`config.mk`:
```
export PLATFORM = sky130hd
export DESIGN_NAME = lcd_bar_column_renderer_unit_flat
export DESIGN_NICKNAME = d
export VERILOG_FILES = /design/src/sv/lbcr_pkg.sv /design/src/sv/lbcr_if.sv /design/src/sv/lcd_bar_column_renderer_unit.sv /design/src/sv/lbcr_ctrl.sv /design/src/sv/lbcr_dp.sv /design/src/flat_wrapper.sv
export VERILOG_INCLUDE_DIRS = /design/src /design/src/sv
export SDC_FILE = /design/constraint.sdc
export NUM_CORES = 1
export LEC_CHECK = 0
export BUFFER_PORTS_ARGS = -buffer_cell sky130_fd_sc_hd__clkbuf_2
export CAP_MARGIN = 10
export CORE_MARGIN = 5
export CORE_UTILIZATION = 55
export DETAILED_ROUTE_END_ITERATION = 10
export PLACE_DENSITY_LB_ADDON = 0.1
export SLEW_MARGIN = 20
export SYNTH_ARGS = -nofsm -noshare
export SYNTH_HDL_FRONTEND = slang
export SYNTH_SLANG_ARGS = --single-unit
```
`constraint.sdc`:
```
create_clock -name clk -period 8.33 [get_ports clk]
set_clock_uncertainty 0.15 [all_clocks]
set_input_delay 1.2495 -clock clk [delete_from_list [all_inputs] [get_ports clk]]
set_output_delay 1.2495 -clock clk [all_outputs]
set_load 0.005 [all_outputs]
```
`src/sv/assert_macros.svh`:
```
// ----------------------------------------------------------------------------
// Assertion macros
// Shared concurrent assertion forms, clocked and reset-qualified.
// ----------------------------------------------------------------------------
`ifndef ASSERT_MACROS_SVH
`define ASSERT_MACROS_SVH

// same-cycle implication
`define ASSERT_IMPLIES(lbl, clk_s, rstn_s, ante, cons) \
	lbl: assert property (@(posedge clk_s) disable iff (!rstn_s) (ante) |-> (cons)) \
		else $error("assertion failed: same-cycle implication");

// next-cycle implication
`define ASSERT_NEXT(lbl, clk_s, rstn_s, ante, cons) \
	lbl: assert property (@(posedge clk_s) disable iff (!rstn_s) (ante) |=> (cons)) \
		else $error("assertion failed: next-cycle implication");

`endif

```
`src/sv/lbcr_pkg.sv`:
```
// ----------------------------------------------------------------------------
// lbcr_pkg
// Constants, byte selects and controller/datapath link types.
// ----------------------------------------------------------------------------
`timescale 1ns / 1ps

package lbcr_pkg;

	localparam int unsigned LCD_WIDTH  = 84;
	localparam int unsigned LCD_HEIGHT = 48;
	localparam int unsigned ROW_MOD    = LCD_HEIGHT / 9 + 1;

	localparam int unsigned COL_W     = 7;
	localparam int unsigned ROW_W     = 3;
	localparam int unsigned MAX_ROWS  = 6;

	// reciprocal wrap: quotient = (value * RECIP) >> RECIP_SH for 8-bit values
	localparam int unsigned RECIP_SH  = 16;
	localparam int unsigned PROD_W    = RECIP_SH + 8;
	localparam int unsigned COL_RECIP = ((1 << RECIP_SH) + LCD_WIDTH - 1) / LCD_WIDTH;
	localparam int unsigned ROW_RECIP = ((1 << RECIP_SH) + ROW_MOD - 1) / ROW_MOD;

	localparam logic [7:0] CMD_COL    = 8'h80;
	localparam logic [7:0] CMD_ROW    = 8'h40;
	localparam logic [7:0] DATA_FULL  = 8'hff;
	localparam logic [7:0] DATA_EMPTY = 8'h00;

	typedef enum logic [2:0] {
		SEL_RED_COL,
		SEL_CUR_COL,
		SEL_CUR_ROW,
		SEL_WALK_ROW,
		SEL_DATA,
		SEL_NEXT_COL
	} byte_sel_t;

	typedef struct packed {
		logic              load_cur;
		logic              load_bar;
		logic              reduce;
		logic              emit;
		byte_sel_t         sel;
		logic              last;
		logic              advance_row;
	} cmd_t;

	typedef struct packed {
		logic out_free;
		logic last_row;
	} sts_t;

endpackage

```
`src/sv/lbcr_if.sv`:
```
// ----------------------------------------------------------------------------
// lbcr_if
// Valid/ready channels: request words, output byte words, configuration.
// ----------------------------------------------------------------------------
`timescale 1ns / 1ps

interface lbcr_req_if;
	logic       valid;
	logic       ready;
	logic       req_type;
	logic [7:0] bar_value;
	logic [7:0] cursor_col;
	logic [7:0] cursor_row;

	modport source (output valid, req_type, bar_value, cursor_col, cursor_row, input ready);
	modport sink (input valid, req_type, bar_value, cursor_col, cursor_row, output ready);
endinterface

interface lbcr_rsp_if;
	logic       valid;
	logic       ready;
	logic       is_data;
	logic [7:0] out_byte;
	logic       last;

	modport source (output valid, is_data, out_byte, last, input ready);
	modport sink (input valid, is_data, out_byte, last, output ready);
endinterface

interface lbcr_cfg_if;
	logic       valid;
	logic       ready;
	logic [2:0] bar_rows;

	modport source (output valid, bar_rows, input ready);
	modport sink (input valid, bar_rows, output ready);
endinterface

```
`src/sv/lcd_bar_column_renderer_unit.sv`:
```
// ----------------------------------------------------------------------------
// lcd_bar_column_renderer_unit
// Bar-graph column renderer emitting command and data bytes for a
// page-addressed monochrome LCD.
// ----------------------------------------------------------------------------
// Takes one request word at a time and streams one output byte word per
// cycle, while the output is not stalled, through a registered output stage.
// A set-cursor word passes the accept state, the column/row wrap step (two
// parallel reciprocal multiplies and subtracts), then the two cursor
// commands, before the next ready. A bar word passes the accept state and
// then emits its bytes (column, row, data for each page row, then the
// closing cursor pair). Output back-pressure stalls the sequence.
// The configuration channel is always ready.
`timescale 1ns / 1ps
`include "assert_macros.svh"

module lcd_bar_column_renderer_unit (
	input  logic        clk,
	input  logic        arst_n,
	lbcr_req_if.sink    req,
	lbcr_rsp_if.source  rsp,
	lbcr_cfg_if.sink    cfg
);

	lbcr_pkg::cmd_t cmd;
	lbcr_pkg::sts_t sts;

	lbcr_ctrl u_ctrl (
		.clk    (clk),
		.arst_n (arst_n),
		.req    (req),
		.sts    (sts),
		.cmd    (cmd)
	);

	lbcr_dp u_dp (
		.clk        (clk),
		.arst_n     (arst_n),
		.bar_value  (req.bar_value),
		.cursor_col (req.cursor_col),
		.cursor_row (req.cursor_row),
		.cfg        (cfg),
		.rsp        (rsp),
		.cmd        (cmd),
		.sts        (sts)
	);

	`ASSERT_IMPLIES(a_emit_free, clk, arst_n, cmd.emit, sts.out_free)
	`ASSERT_NEXT(a_accept_busy, clk, arst_n, req.valid && req.ready, !req.ready)
	`ASSERT_NEXT(a_last_idle, clk, arst_n, cmd.emit && cmd.last, req.ready && rsp.valid && rsp.last)

endmodule

```
`src/sv/lbcr_ctrl.sv`:
```
// ----------------------------------------------------------------------------
// lbcr_ctrl
// Sequencer: accepts request words, steps the wrap unit, orders byte output.
// ----------------------------------------------------------------------------
`timescale 1ns / 1ps

module lbcr_ctrl (
	input  logic            clk,
	input  logic            arst_n,
	lbcr_req_if.sink        req,
	input  lbcr_pkg::sts_t  sts,
	output lbcr_pkg::cmd_t  cmd
);

	typedef enum logic [2:0] {
		ST_IDLE,
		ST_REDUCE,
		ST_CUR_COL,
		ST_CUR_ROW,
		ST_BAR_COL,
		ST_BAR_ROW,
		ST_BAR_DATA,
		ST_END_COL
	} state_t;

	state_t                      state_q;
	logic                        accept;

	assign req.ready = (state_q == ST_IDLE);
	assign accept    = req.valid && req.ready;

	always_comb begin
		cmd             = '0;
		cmd.sel         = lbcr_pkg::SEL_CUR_COL;
		cmd.load_cur    = accept && req.req_type;
		cmd.load_bar    = accept && !req.req_type;
		unique case (state_q)
			ST_IDLE: begin
			end
			ST_REDUCE: begin
				cmd.reduce = 1'b1;
			end
			ST_CUR_COL: begin
				cmd.emit = sts.out_free;
				cmd.sel  = lbcr_pkg::SEL_RED_COL;
			end
			ST_CUR_ROW: begin
				cmd.emit = sts.out_free;
				cmd.sel  = lbcr_pkg::SEL_CUR_ROW;
				cmd.last = 1'b1;
			end
			ST_BAR_COL: begin
				cmd.emit = sts.out_free;
				cmd.sel  = lbcr_pkg::SEL_CUR_COL;
			end
			ST_BAR_ROW: begin
				cmd.emit = sts.out_free;
				cmd.sel  = lbcr_pkg::SEL_WALK_ROW;
			end
			ST_BAR_DATA: begin
				cmd.emit        = sts.out_free;
				cmd.sel         = lbcr_pkg::SEL_DATA;
				cmd.advance_row = sts.out_free;
			end
			ST_END_COL: begin
				cmd.emit = sts.out_free;
				cmd.sel  = lbcr_pkg::SEL_NEXT_COL;
			end
			default: begin
			end
		endcase
	end

	always_ff @(posedge clk or negedge arst_n) begin
		if (!arst_n) begin
			state_q <= ST_IDLE;
		end else begin
			unique case (state_q)
				ST_IDLE: begin
					if (accept) begin
						state_q <= req.req_type ? ST_REDUCE : ST_BAR_COL;
					end
				end
				ST_REDUCE: begin
					state_q <= ST_CUR_COL;
				end
				ST_CUR_COL: begin
					if (sts.out_free) state_q <= ST_CUR_ROW;
				end
				ST_CUR_ROW: begin
					if (sts.out_free) state_q <= ST_IDLE;
				end
				ST_BAR_COL: begin
					if (sts.out_free) state_q <= ST_BAR_ROW;
				end
				ST_BAR_ROW: begin
					if (sts.out_free) state_q <= ST_BAR_DATA;
				end
				ST_BAR_DATA: begin
					if (sts.out_free) state_q <= sts.last_row ? ST_END_COL : ST_BAR_COL;
				end
				ST_END_COL: begin
					if (sts.out_free) state_q <= ST_CUR_ROW;
				end
				default: state_q <= ST_IDLE;
			endcase
		end
	end

endmodule

```
`src/sv/lbcr_dp.sv`:
```
// ----------------------------------------------------------------------------
// lbcr_dp
// Datapath: cursor state, wrap unit, bar row walk, output byte register.
// ----------------------------------------------------------------------------
`timescale 1ns / 1ps

module lbcr_dp (
	input  logic            clk,
	input  logic            arst_n,
	input  logic [7:0]      bar_value,
	input  logic [7:0]      cursor_col,
	input  logic [7:0]      cursor_row,
	lbcr_cfg_if.sink        cfg,
	lbcr_rsp_if.source      rsp,
	input  lbcr_pkg::cmd_t  cmd,
	output lbcr_pkg::sts_t  sts
);

	logic [2:0]                 bar_rows_q;
	logic [lbcr_pkg::COL_W-1:0] cur_col_q;
	logic [lbcr_pkg::ROW_W-1:0] cur_row_q;
	logic [lbcr_pkg::ROW_W-1:0] walk_row_q;
	logic [7:0]                 col_red_q;
	logic [7:0]                 row_red_q;
	logic [5:0]                 lvl_q;
	logic [5:0]                 base_q;

	logic                       rsp_valid_q;
	logic                       is_data_q;
	logic [7:0]                 out_byte_q;
	logic                       last_q;

	logic [2:0]                  rows_c;
	logic [5:0]                  rows8_c;
	logic [5:0]                  lvl_c;
	logic [lbcr_pkg::PROD_W-1:0] col_prod_c;
	logic [lbcr_pkg::PROD_W-1:0] row_prod_c;
	logic [7:0]                  col_quo_c;
	logic [7:0]                  row_quo_c;
	logic [7:0]                  col_sub_c;
	logic [7:0]                  row_sub_c;
	logic [lbcr_pkg::COL_W-1:0]  next_col_c;
	logic [lbcr_pkg::ROW_W-1:0]  next_row_c;
	logic [5:0]                  fill_c;
	logic [3:0]                  shamt_c;
	logic [7:0]                  data_c;
	logic [7:0]                  byte_c;

	assign cfg.ready = 1'b1;

	always_ff @(posedge clk or negedge arst_n) begin
		if (!arst_n) begin
			bar_rows_q <= 3'(lbcr_pkg::MAX_ROWS);
		end else if (cfg.valid && cfg.ready) begin
			bar_rows_q <= cfg.bar_rows;
		end
	end

	// clamp rows to 1..6 and the level to the bar height
	always_comb begin
		if (bar_rows_q == 3'd0)
			rows_c = 3'd1;
		else if (bar_rows_q > 3'(lbcr_pkg::MAX_ROWS))
			rows_c = 3'(lbcr_pkg::MAX_ROWS);
		else
			rows_c = bar_rows_q;
		rows8_c = {rows_c, 3'b000};
		lvl_c   = (bar_value > {2'b00, rows8_c}) ? rows8_c : bar_value[5:0];
	end

	// wrap by reciprocal multiply, then subtract quotient times modulus
	assign col_prod_c = lbcr_pkg::PROD_W'(col_red_q)
		* lbcr_pkg::PROD_W'(lbcr_pkg::COL_RECIP);
	assign row_prod_c = lbcr_pkg::PROD_W'(row_red_q)
		* lbcr_pkg::PROD_W'(lbcr_pkg::ROW_RECIP);
	assign col_quo_c  = col_prod_c[lbcr_pkg::PROD_W-1:lbcr_pkg::RECIP_SH];
	assign row_quo_c  = row_prod_c[lbcr_pkg::PROD_W-1:lbcr_pkg::RECIP_SH];
	assign col_sub_c  = col_quo_c * 8'(lbcr_pkg::LCD_WIDTH);
	assign row_sub_c  = row_quo_c * 8'(lbcr_pkg::ROW_MOD);

	assign next_col_c = (8'(cur_col_q) + 8'd1 == 8'(lbcr_pkg::LCD_WIDTH))
		? '0 : cur_col_q + 1'b1;
	assign next_row_c = (4'(walk_row_q) + 4'd1 == 4'(lbcr_pkg::ROW_MOD))
		? '0 : walk_row_q + 1'b1;

	// page fill: pixels of the level that fall in the current page row
	always_comb begin
		fill_c  = lvl_q - base_q;
		shamt_c = 4'd8 - fill_c[3:0];
		if (lvl_q <= base_q)
			data_c = lbcr_pkg::DATA_EMPTY;
		else if (fill_c >= 6'd8)
			data_c = lbcr_pkg::DATA_FULL;
		else
			data_c = 8'(lbcr_pkg::DATA_FULL << shamt_c);
	end

	always_comb begin
		unique case (cmd.sel)
			lbcr_pkg::SEL_RED_COL:  byte_c = lbcr_pkg::CMD_COL | {1'b0, col_red_q[6:0]};
			lbcr_pkg::SEL_CUR_COL:  byte_c = lbcr_pkg::CMD_COL | {1'b0, cur_col_q};
			lbcr_pkg::SEL_CUR_ROW:  byte_c = lbcr_pkg::CMD_ROW | {5'b0, cur_row_q};
			lbcr_pkg::SEL_WALK_ROW: byte_c = lbcr_pkg::CMD_ROW | {5'b0, walk_row_q};
			lbcr_pkg::SEL_DATA:     byte_c = data_c;
			lbcr_pkg::SEL_NEXT_COL: byte_c = lbcr_pkg::CMD_COL | {1'b0, next_col_c};
			default:                byte_c = lbcr_pkg::DATA_EMPTY;
		endcase
	end

	always_ff @(posedge clk or negedge arst_n) begin
		if (!arst_n) begin
			cur_col_q <= '0;
			cur_row_q <= '0;
		end else if (cmd.emit) begin
			if (cmd.sel == lbcr_pkg::SEL_RED_COL) begin
				cur_col_q <= col_red_q[6:0];
				cur_row_q <= row_red_q[2:0];
			end else if (cmd.sel == lbcr_pkg::SEL_NEXT_COL) begin
				cur_col_q <= next_col_c;
			end
		end
	end

	always_ff @(posedge clk) begin
		if (cmd.load_cur) begin
			col_red_q <= cursor_col;
			row_red_q <= cursor_row;
		end else if (cmd.reduce) begin
			col_red_q <= col_red_q - col_sub_c;
			row_red_q <= row_red_q - row_sub_c;
		end
		if (cmd.load_bar) begin
			lvl_q      <= lvl_c;
			base_q     <= rows8_c - 6'd8;
			walk_row_q <= cur_row_q;
		end else if (cmd.advance_row) begin
			base_q     <= base_q - 6'd8;
			walk_row_q <= next_row_c;
		end
	end

	always_ff @(posedge clk or negedge arst_n) begin
		if (!arst_n) begin
			rsp_valid_q <= 1'b0;
		end else if (cmd.emit) begin
			rsp_valid_q <= 1'b1;
		end else if (rsp.ready) begin
			rsp_valid_q <= 1'b0;
		end
	end

	always_ff @(posedge clk) begin
		if (cmd.emit) begin
			is_data_q  <= (cmd.sel == lbcr_pkg::SEL_DATA);
			out_byte_q <= byte_c;
			last_q     <= cmd.last;
		end
	end

	assign rsp.valid    = rsp_valid_q;
	assign rsp.is_data  = is_data_q;
	assign rsp.out_byte = out_byte_q;
	assign rsp.last     = last_q;

	assign sts.out_free = !rsp_valid_q || rsp.ready;
	assign sts.last_row = (base_q == 6'd0);

endmodule

```
`src/flat_wrapper.sv`:
```
// flat-port wrapper written by rule: the top's interface ports become plain ports
module lcd_bar_column_renderer_unit_flat 
  (clk, arst_n, req_valid, req_req_type, req_bar_value, req_cursor_col, req_cursor_row, req_ready, rsp_valid, rsp_is_data, rsp_out_byte, rsp_last, rsp_ready, cfg_valid, cfg_bar_rows, cfg_ready);
  lbcr_req_if req_i ();
  lbcr_rsp_if rsp_i ();
  lbcr_cfg_if cfg_i ();
  input  logic clk;
  input  logic arst_n;
  input wire logic [$bits(req_i.valid)-1:0] req_valid;
  input wire logic [$bits(req_i.req_type)-1:0] req_req_type;
  input wire logic [$bits(req_i.bar_value)-1:0] req_bar_value;
  input wire logic [$bits(req_i.cursor_col)-1:0] req_cursor_col;
  input wire logic [$bits(req_i.cursor_row)-1:0] req_cursor_row;
  output wire logic [$bits(req_i.ready)-1:0] req_ready;
  output wire logic [$bits(rsp_i.valid)-1:0] rsp_valid;
  output wire logic [$bits(rsp_i.is_data)-1:0] rsp_is_data;
  output wire logic [$bits(rsp_i.out_byte)-1:0] rsp_out_byte;
  output wire logic [$bits(rsp_i.last)-1:0] rsp_last;
  input wire logic [$bits(rsp_i.ready)-1:0] rsp_ready;
  input wire logic [$bits(cfg_i.valid)-1:0] cfg_valid;
  input wire logic [$bits(cfg_i.bar_rows)-1:0] cfg_bar_rows;
  output wire logic [$bits(cfg_i.ready)-1:0] cfg_ready;
  assign req_i.valid = req_valid;
  assign req_i.req_type = req_req_type;
  assign req_i.bar_value = req_bar_value;
  assign req_i.cursor_col = req_cursor_col;
  assign req_i.cursor_row = req_cursor_row;
  assign req_ready = req_i.ready;
  assign rsp_valid = rsp_i.valid;
  assign rsp_is_data = rsp_i.is_data;
  assign rsp_out_byte = rsp_i.out_byte;
  assign rsp_last = rsp_i.last;
  assign rsp_i.ready = rsp_ready;
  assign cfg_i.valid = cfg_valid;
  assign cfg_i.bar_rows = cfg_bar_rows;
  assign cfg_ready = cfg_i.ready;
  lcd_bar_column_renderer_unit u_core (.clk(clk), .arst_n(arst_n), .req(req_i), .rsp(rsp_i), .cfg(cfg_i));
endmodule
```
==> results of run 1 <==
worst max-delay path: cells and delay by family (launching register included):
kind	cells	cell delay, ns
buffers and inverters	2	0.12
adders and majority gates	7	2.75
xor gates and xnor gates	4	0.75
AOI/OAI and AO/OA	10	1.73
DFF	1	0.50
and+or+nand+nor	5	0.71
flip-flops by register name, indices dropped and copies added, names as in the netlist, 6 cells and up:
register,flops
u_core.u_dp.row_red_q,8
u_core.u_dp.rsp.out_byte,8
u_core.u_dp.col_red_q,8
u_core.u_dp.lvl_q,6
u_core.u_dp.cur_col_q,7
per-stage QoR:
step / hold WS, ns / utilization [%]
floorplan: 0.317 / -
global placement: 0.350 / 58.5
detailed placement: 0.353 / 58.5
CTS: 0.370 / 59.9
global route: 0.398 / 60.0
finish: 0.368 / 60.0
cell families after synthesis:
logic type	synth area share, %
AO/OA/AOI/OAI	15.7
XOR/XNOR	3.84
adder cells (fa/ha/maj)	32.6
buffers and inverters	6.62
flip-flops	24.9
multiplexers	1.99
other	0.0596
AND/OR/NAND/NOR	14.3
final cells by class:
| cell class | count | area share (%) |
|---|---|---|
| inverters | 90 | 4.97 |
| clock buffers | 5 | 1.84 |
| well taps | 143 | 2.63 |
| multi-input cells | 524 | 63.7 |
| clock inverters | 3 | 0.405 |
| repair buffers | 45 | 3.35 |
| flip-flops and latches | 55 | 23.1 |
cell usage after synthesis (all sizes together), types with 4 or more instances:
| cell | count |
|---|---|
| ha | 123 |
| inv | 89 |
| nand2 | 59 |
| o21ai | 51 |
| a21oi | 40 |
| edfxtp | 38 |
| nor2 | 31 |
| fa | 25 |
| a21o | 20 |
| nand3 | 16 |
| dfrtp | 15 |
| clkbuf | 14 |
| xnor2 | 14 |
| and2 | 13 |
| nor3 | 13 |
| nand2b | 12 |
| xor2 | 11 |
| nor2b | 10 |
| and3 | 9 |
| mux2i | 8 |
| a31oi | 6 |
| o31ai | 6 |
| a22oi | 5 |
| nand4 | 5 |
| o211ai | 5 |
| o21a | 5 |
| a211oi | 4 |
| buf | 4 |
| mux2 | 4 |
metal layers:
metal | GRT usage [%] | routed length (um)
met1 | 25.4 | 5780
met2 | 35.8 | 6620
met3 | 2.21 | 371
met4 | 6.73 | 370
met5 | 0 | 0
path summary, 6_finish.rpt:
path | start | to | slack [ns]
min | u_core.u_dp.bar_rows_q[0] | u_core.u_dp.bar_rows_q[0] | 0.37
max in group asynchronous | arst_n | u_core.u_dp.bar_rows_q[2] | 6.95
max reg2reg | u_core.u_dp.row_red_q[4] | u_core.u_dp.row_red_q[7] | 1.44
min reg2reg | u_core.u_dp.bar_rows_q[0] | u_core.u_dp.bar_rows_q[0] | 0.37
max | u_core.u_dp.row_red_q[4] | u_core.u_dp.row_red_q[7] | 1.44
min in group asynchronous | arst_n | u_core.u_dp.rsp.valid | 0.73
==> flow_metrics.py, run 1 <==
metrics = {
    "run_status": {
        "outcome": "finished, final reports clean",
    },
    "detailed_routing": {
        "wl_per_cell_um": 15.2,
        "via_per_inst": 5.68,
        "dr.first_iter.drc_count": 243,
        "firstDrtPassIters": 5,
        "via_count": 4916,
        "wirelength_mm": 13.2,
        "ant_nets": 0,
        "drc": 0,
    },
    "clocking": {
        "post_cts_resize_count": 0,
        "clkSinkCount": 55,
        "cts_setup_buffers": 0,
        "clockBufferDepth": 2,
        "postCtsHoldBufs": 0,
        "numCtsBuffers": 5,
        "insertion_delay_ns": 0.30,
        "clk_root_buffer_cell": "clkbuf_16",
        "clkTransAtPathRegs_ns": 0.08,
        "ctsHtreeMaxLevel": 2,
        "cts_tree": "yes",
    },
    "finish": {
        "nNetsFinal": 902,
        "seq_area_mm2": 0.00157,
        "multiInputGateArea_mm2": 0.00433,
        "synthToLayoutAreaGrowth_pct": 8.00,
        "mostFrequentLayoutCells": "ha_1, inv_1, nand2_1",
        "stdcell_count": 865,
        "final_cell_area_mm2": 0.00679,
        "fill_cells": 1029,
        "drive_above_1_share_pct": 9.56,
        "layout_commonest_cell": "ha_1",
        "n_antenna_cell": 0,
    },
    "global_routing": {
        "antenna_found_initial": 0,
        "grt_pass1_vias": 4894,
        "grtUsageTotal_pct": 20.1,
        "grt_max_degree": 28,
        "grt.overflow.total": 0,
        "grt_pass1_wl_mm": 22.1,
    },
    "synthesis": {
        "async_flop_share_pct": 30.9,
        "synth_area_leaders": "ha_1, edfxtp_1, fa_1",
        "synth_seq_cells": 55,
        "netlist_instances": 687,
        "ys_seq_area_share_pct": 24.9,
        "netlist_area_mm2": 0.00629,
        "synth_edf_count": 38,
        "yosysTopAreaCellShare_pct": 24.5,
        "synthesis.nets": 868,
        "synth_area_per_cell_um2": 9.16,
        "synth.largest_area_cell": "ha_1",
        "synth.distinct_cells": 61,
        "ys.flop_type": "edfxtp_1",
        "ys_warn_count": 0,
    },
    "worst_setup_path": {
        "crit_type": "flop to flop",
        "end_kind": "flop",
        "start_kind": "flop",
        "cp_common_cell": "ha_1",
        "rr_worst_depth": 28,
        "max_stage_delay_ns": 0.55,
        "arrival_ns": 6.87,
        "crit_slowest_cell": "fa_1",
        "cp_max_fo": 4,
        "crit_required_ns": 8.31,
    },
    "sta": {
        "clock.fmax_mhz": 145,
        "finalSetupTns_ns": 0,
        "worstMarginPinSlew_ns": 0.836,
        "maxSlewViolCount": 0,
        "setup_viol": 0,
        "hold_viol_final": 0,
        "rsz0062_at_grt": "false",
        "final.period_utilization_pct": 82.7,
        "max-slew-margin-rel_pct": 43.7,
        "fin_ws_ns": 1.44,
        "period_minus_slack_ns": 6.89,
    },
    "floorplan": {
        "start_util_pct": 55.6,
        "die_y_um": 117,
        "io_pins": 46,
        "placeableCoreArea_mm2": 0.0113,
        "rows": 39,
        "die_area_mm2": 0.0137,
        "die_w_um": 117,
    },
    "placement": {
        "gp_congestion": 0.861,
        "dp_hpwl_mm": 11.0,
        "place_area_mm2": 0.00663,
        "pre_cts_slack_ns": 1.45,
        "port_buffers": 44,
        "dp.cells": 857,
    },
    "run": {
        "drv_cap": 0,
    },
    "min_path": {
        "hp-class": "flop to flop",
        "hold-path-cell-count": 1,
    },
}
Power of run 1 is not shown: default switching activity piles up to over one toggle a cycle in this logic, so the estimate is an artifact.
==> run 2: changes to the inputs <==
--- a/config.mk
+++ b/config.mk
@@ -6,6 +6,7 @@
 export SDC_FILE = /design/constraint.sdc
 export NUM_CORES = 1
 export LEC_CHECK = 0
+export ABC_AREA = 1
 export BUFFER_PORTS_ARGS = -buffer_cell sky130_fd_sc_hd__clkbuf_2
 export CAP_MARGIN = 10
 export CORE_MARGIN = 5
==> constraint.sdc (replaced) <==
create_clock -name clk -period 7.2 [get_ports clk]
set_clock_uncertainty 0.15 [all_clocks]
set_input_delay 1.08 -clock clk [delete_from_list [all_inputs] [get_ports clk]]
set_output_delay 1.08 -clock clk [all_outputs]
set_load 0.005 [all_outputs]
==> flow_metrics.py, run 2 <==
metrics = {
    "synthesis": {
        "ys_warn_count": 0,
        "synth_top_family_by_area": "adder cells",
        "synthMuxAreaShare_pct": 0.181,
        "synth-compound-area-share_pct": 10.8,
        "synth-simple-area-share_pct": 18.3,
        "ys_seq_area_share_pct": 25.2,
        "ys.flop_type": "edfxtp_1",
        "netlist_area_mm2": 0.00624,
        "synth.largest_area_cell": "ha_1",
        "async_flop_share_pct": 30.9,
        "synthXorXnorAreaFrac_pct": 3.09,
        "synth_seq_cells": 55,
        "netlist_instances": 755,
        "synth_edf_count": 38,
        "synthesis.nets": 936,
        "synth_area_leaders": "ha_1, edfxtp_1, inv_1",
        "synth.most_common_cell": "inv_1",
        "synth.top_cells.by_count": "inv_1, nand2_1, ha_1",
        "yosysTopAreaCellShare_pct": 24.7,
        "synth_adder_area_share_pct": 32.7,
        "synth_area_per_cell_um2": 8.26,
        "synth.distinct_cells": 48,
    },
    "detailed_routing": {
        "firstDrtPassIters": 5,
        "via_per_inst": 5.38,
        "wl_per_cell_um": 13.9,
        "routed.top_layer": "met4",
        "drt-met1-wl_mm": 5.93,
        "ant_nets": 0,
        "wirelength_mm": 13.1,
        "drc": 0,
        "wl_met3_um": 397,
        "via_count": 5078,
        "wl_met2_mm": 6.55,
        "dr.first_iter.drc_count": 335,
    },
    "placement": {
        "gp_congestion": 0.895,
        "port_buffers": 44,
        "dp.cells": 935,
        "dp_hpwl_mm": 11.1,
    },
    "clocking": {
        "cts_setup_buffers": 0,
        "clk_root_buffer_cell": "clkbuf_16",
        "postCtsHoldBufs": 0,
        "clkTransAtPathRegs_ns": 0.07,
        "clkSinkCount": 55,
        "ctsHtreeMaxLevel": 2,
        "numCtsBuffers": 5,
        "insertion_delay_ns": 0.30,
        "clockBufferDepth": 2,
        "cts_tree": "yes",
        "post_cts_resize_count": 0,
    },
    "global_routing": {
        "antenna_found_initial": 0,
        "grt.overflow.total": 0,
        "grt_pass1_vias": 5131,
        "grt_max_degree": 26,
        "grt_pass1_wl_mm": 22.3,
        "grtUsageTotal_pct": 20.2,
    },
    "finish": {
        "mostFrequentLayoutCells": "inv_1, nand2_1, ha_1",
        "fill_cells": 1018,
        "layout_commonest_cell": "inv_1",
        "n_antenna_cell": 0,
        "nNetsFinal": 983,
        "drive_above_1_share_pct": 11.6,
        "synthToLayoutAreaGrowth_pct": 8.26,
        "stdcell_count": 943,
    },
    "floorplan": {
        "start_util_pct": 56.8,
        "rows": 38,
        "die_w_um": 116,
        "io_pins": 46,
        "placeableCoreArea_mm2": 0.0110,
        "die_y_um": 116,
        "die_area_mm2": 0.0136,
    },
    "worst_setup_path": {
        "crit_required_ns": 7.11,
        "max_stage_delay_ns": 0.52,
        "crit_slowest_cell": "edfxtp_1",
        "arrival_ns": 6.29,
        "start_kind": "flop",
        "cp_max_fo": 6,
        "rr_worst_depth": 37,
        "end_kind": "flop",
        "cp_common_cell": "nand2_1",
        "crit_type": "flop to flop",
    },
    "sta": {
        "maxSlewViolCount": 0,
        "hold_viol_final": 0,
        "worstMarginPinSlew_ns": 0.795,
        "rsz0062_at_grt": "false",
        "period_minus_slack_ns": 6.38,
        "max-slew-margin-rel_pct": 46.8,
        "final.period_utilization_pct": 88.6,
        "clock.fmax_mhz": 157,
        "setup_viol": 0,
        "finalSetupTns_ns": 0,
    },
    "min_path": {
        "hold-path-cell-count": 2,
        "hp-class": "flop to flop",
    },
    "run_status": {
        "outcome": "finished, final reports clean",
    },
    "run": {
        "drv_cap": 0,
    },
}
-- run 2: layout make-up --
class	count	area (um2)	share of cell area (%)
multi-input cells	542	4060	60.2
repair buffers	44	220	3.26
inverters	154	578	8.56
clock inverters	3	22.5	0.334
well taps	140	175	2.59
flip-flops and latches	55	1570	23.2
clock buffers	5	125	1.85
-- run 2: cell families after synthesis --
group | count (synthesis)
XOR/XNOR | 22
other | 1
flip-flops | 55
adder cells (fa/ha/maj) | 148
AO/OA/AOI/OAI | 118
buffers and inverters | 158
multiplexers | 1
AND/OR/NAND/NOR | 252
-- run 2: worst max-delay path: cells and delay by family (launching register included) --
family	cells	cell delay (ns)
AND/OR/NAND/NOR	13	0.95
XOR/XNOR	3	0.59
adder cells (fa/ha/maj)	8	2.85
AO/OA/AOI/OAI	6	0.75
buffers and inverters	7	0.35
flip-flops	1	0.52
-- run 2: path summary, 6_finish.rpt --
check                      slack, ns                startpoint                   endpoint
setup / recovery                0.82  u_core.u_dp.row_red_q[6]   u_core.u_dp.row_red_q[7]
hold / removal                  0.35  u_core.u_dp.cur_row_q[2]   u_core.u_dp.cur_row_q[2]
setup reg to reg                0.82  u_core.u_dp.row_red_q[6]   u_core.u_dp.row_red_q[7]
hold reg to reg                 0.35  u_core.u_dp.cur_row_q[2]   u_core.u_dp.cur_row_q[2]
max in group asynchronous       5.93                    arst_n  u_core.u_dp.bar_rows_q[2]
min in group asynchronous       0.61                    arst_n   u_core.u_dp.cur_row_q[2]
-- run 2: stage by stage --
stage	utilization, %	worst slack [ns]	area, um2	hold slack, ns
floorplan	-	1.28	6240	0.303
global placement	60.1	0.947	6610	0.324
detailed placement	60.1	0.829	6610	0.329
CTS	61.5	0.806	6750	0.347
global route	61.5	0.257	6750	0.379
finish	61.5	0.819	6750	0.350
-- run 2: metal layers --
metal  up-vias  track usage, %
met1      2382            25.6
li1       2584               -
met3        16            1.61
met2        96            37.1
met4         0            4.95
met5         -               0
Power of run 2 is left out for the same reason.
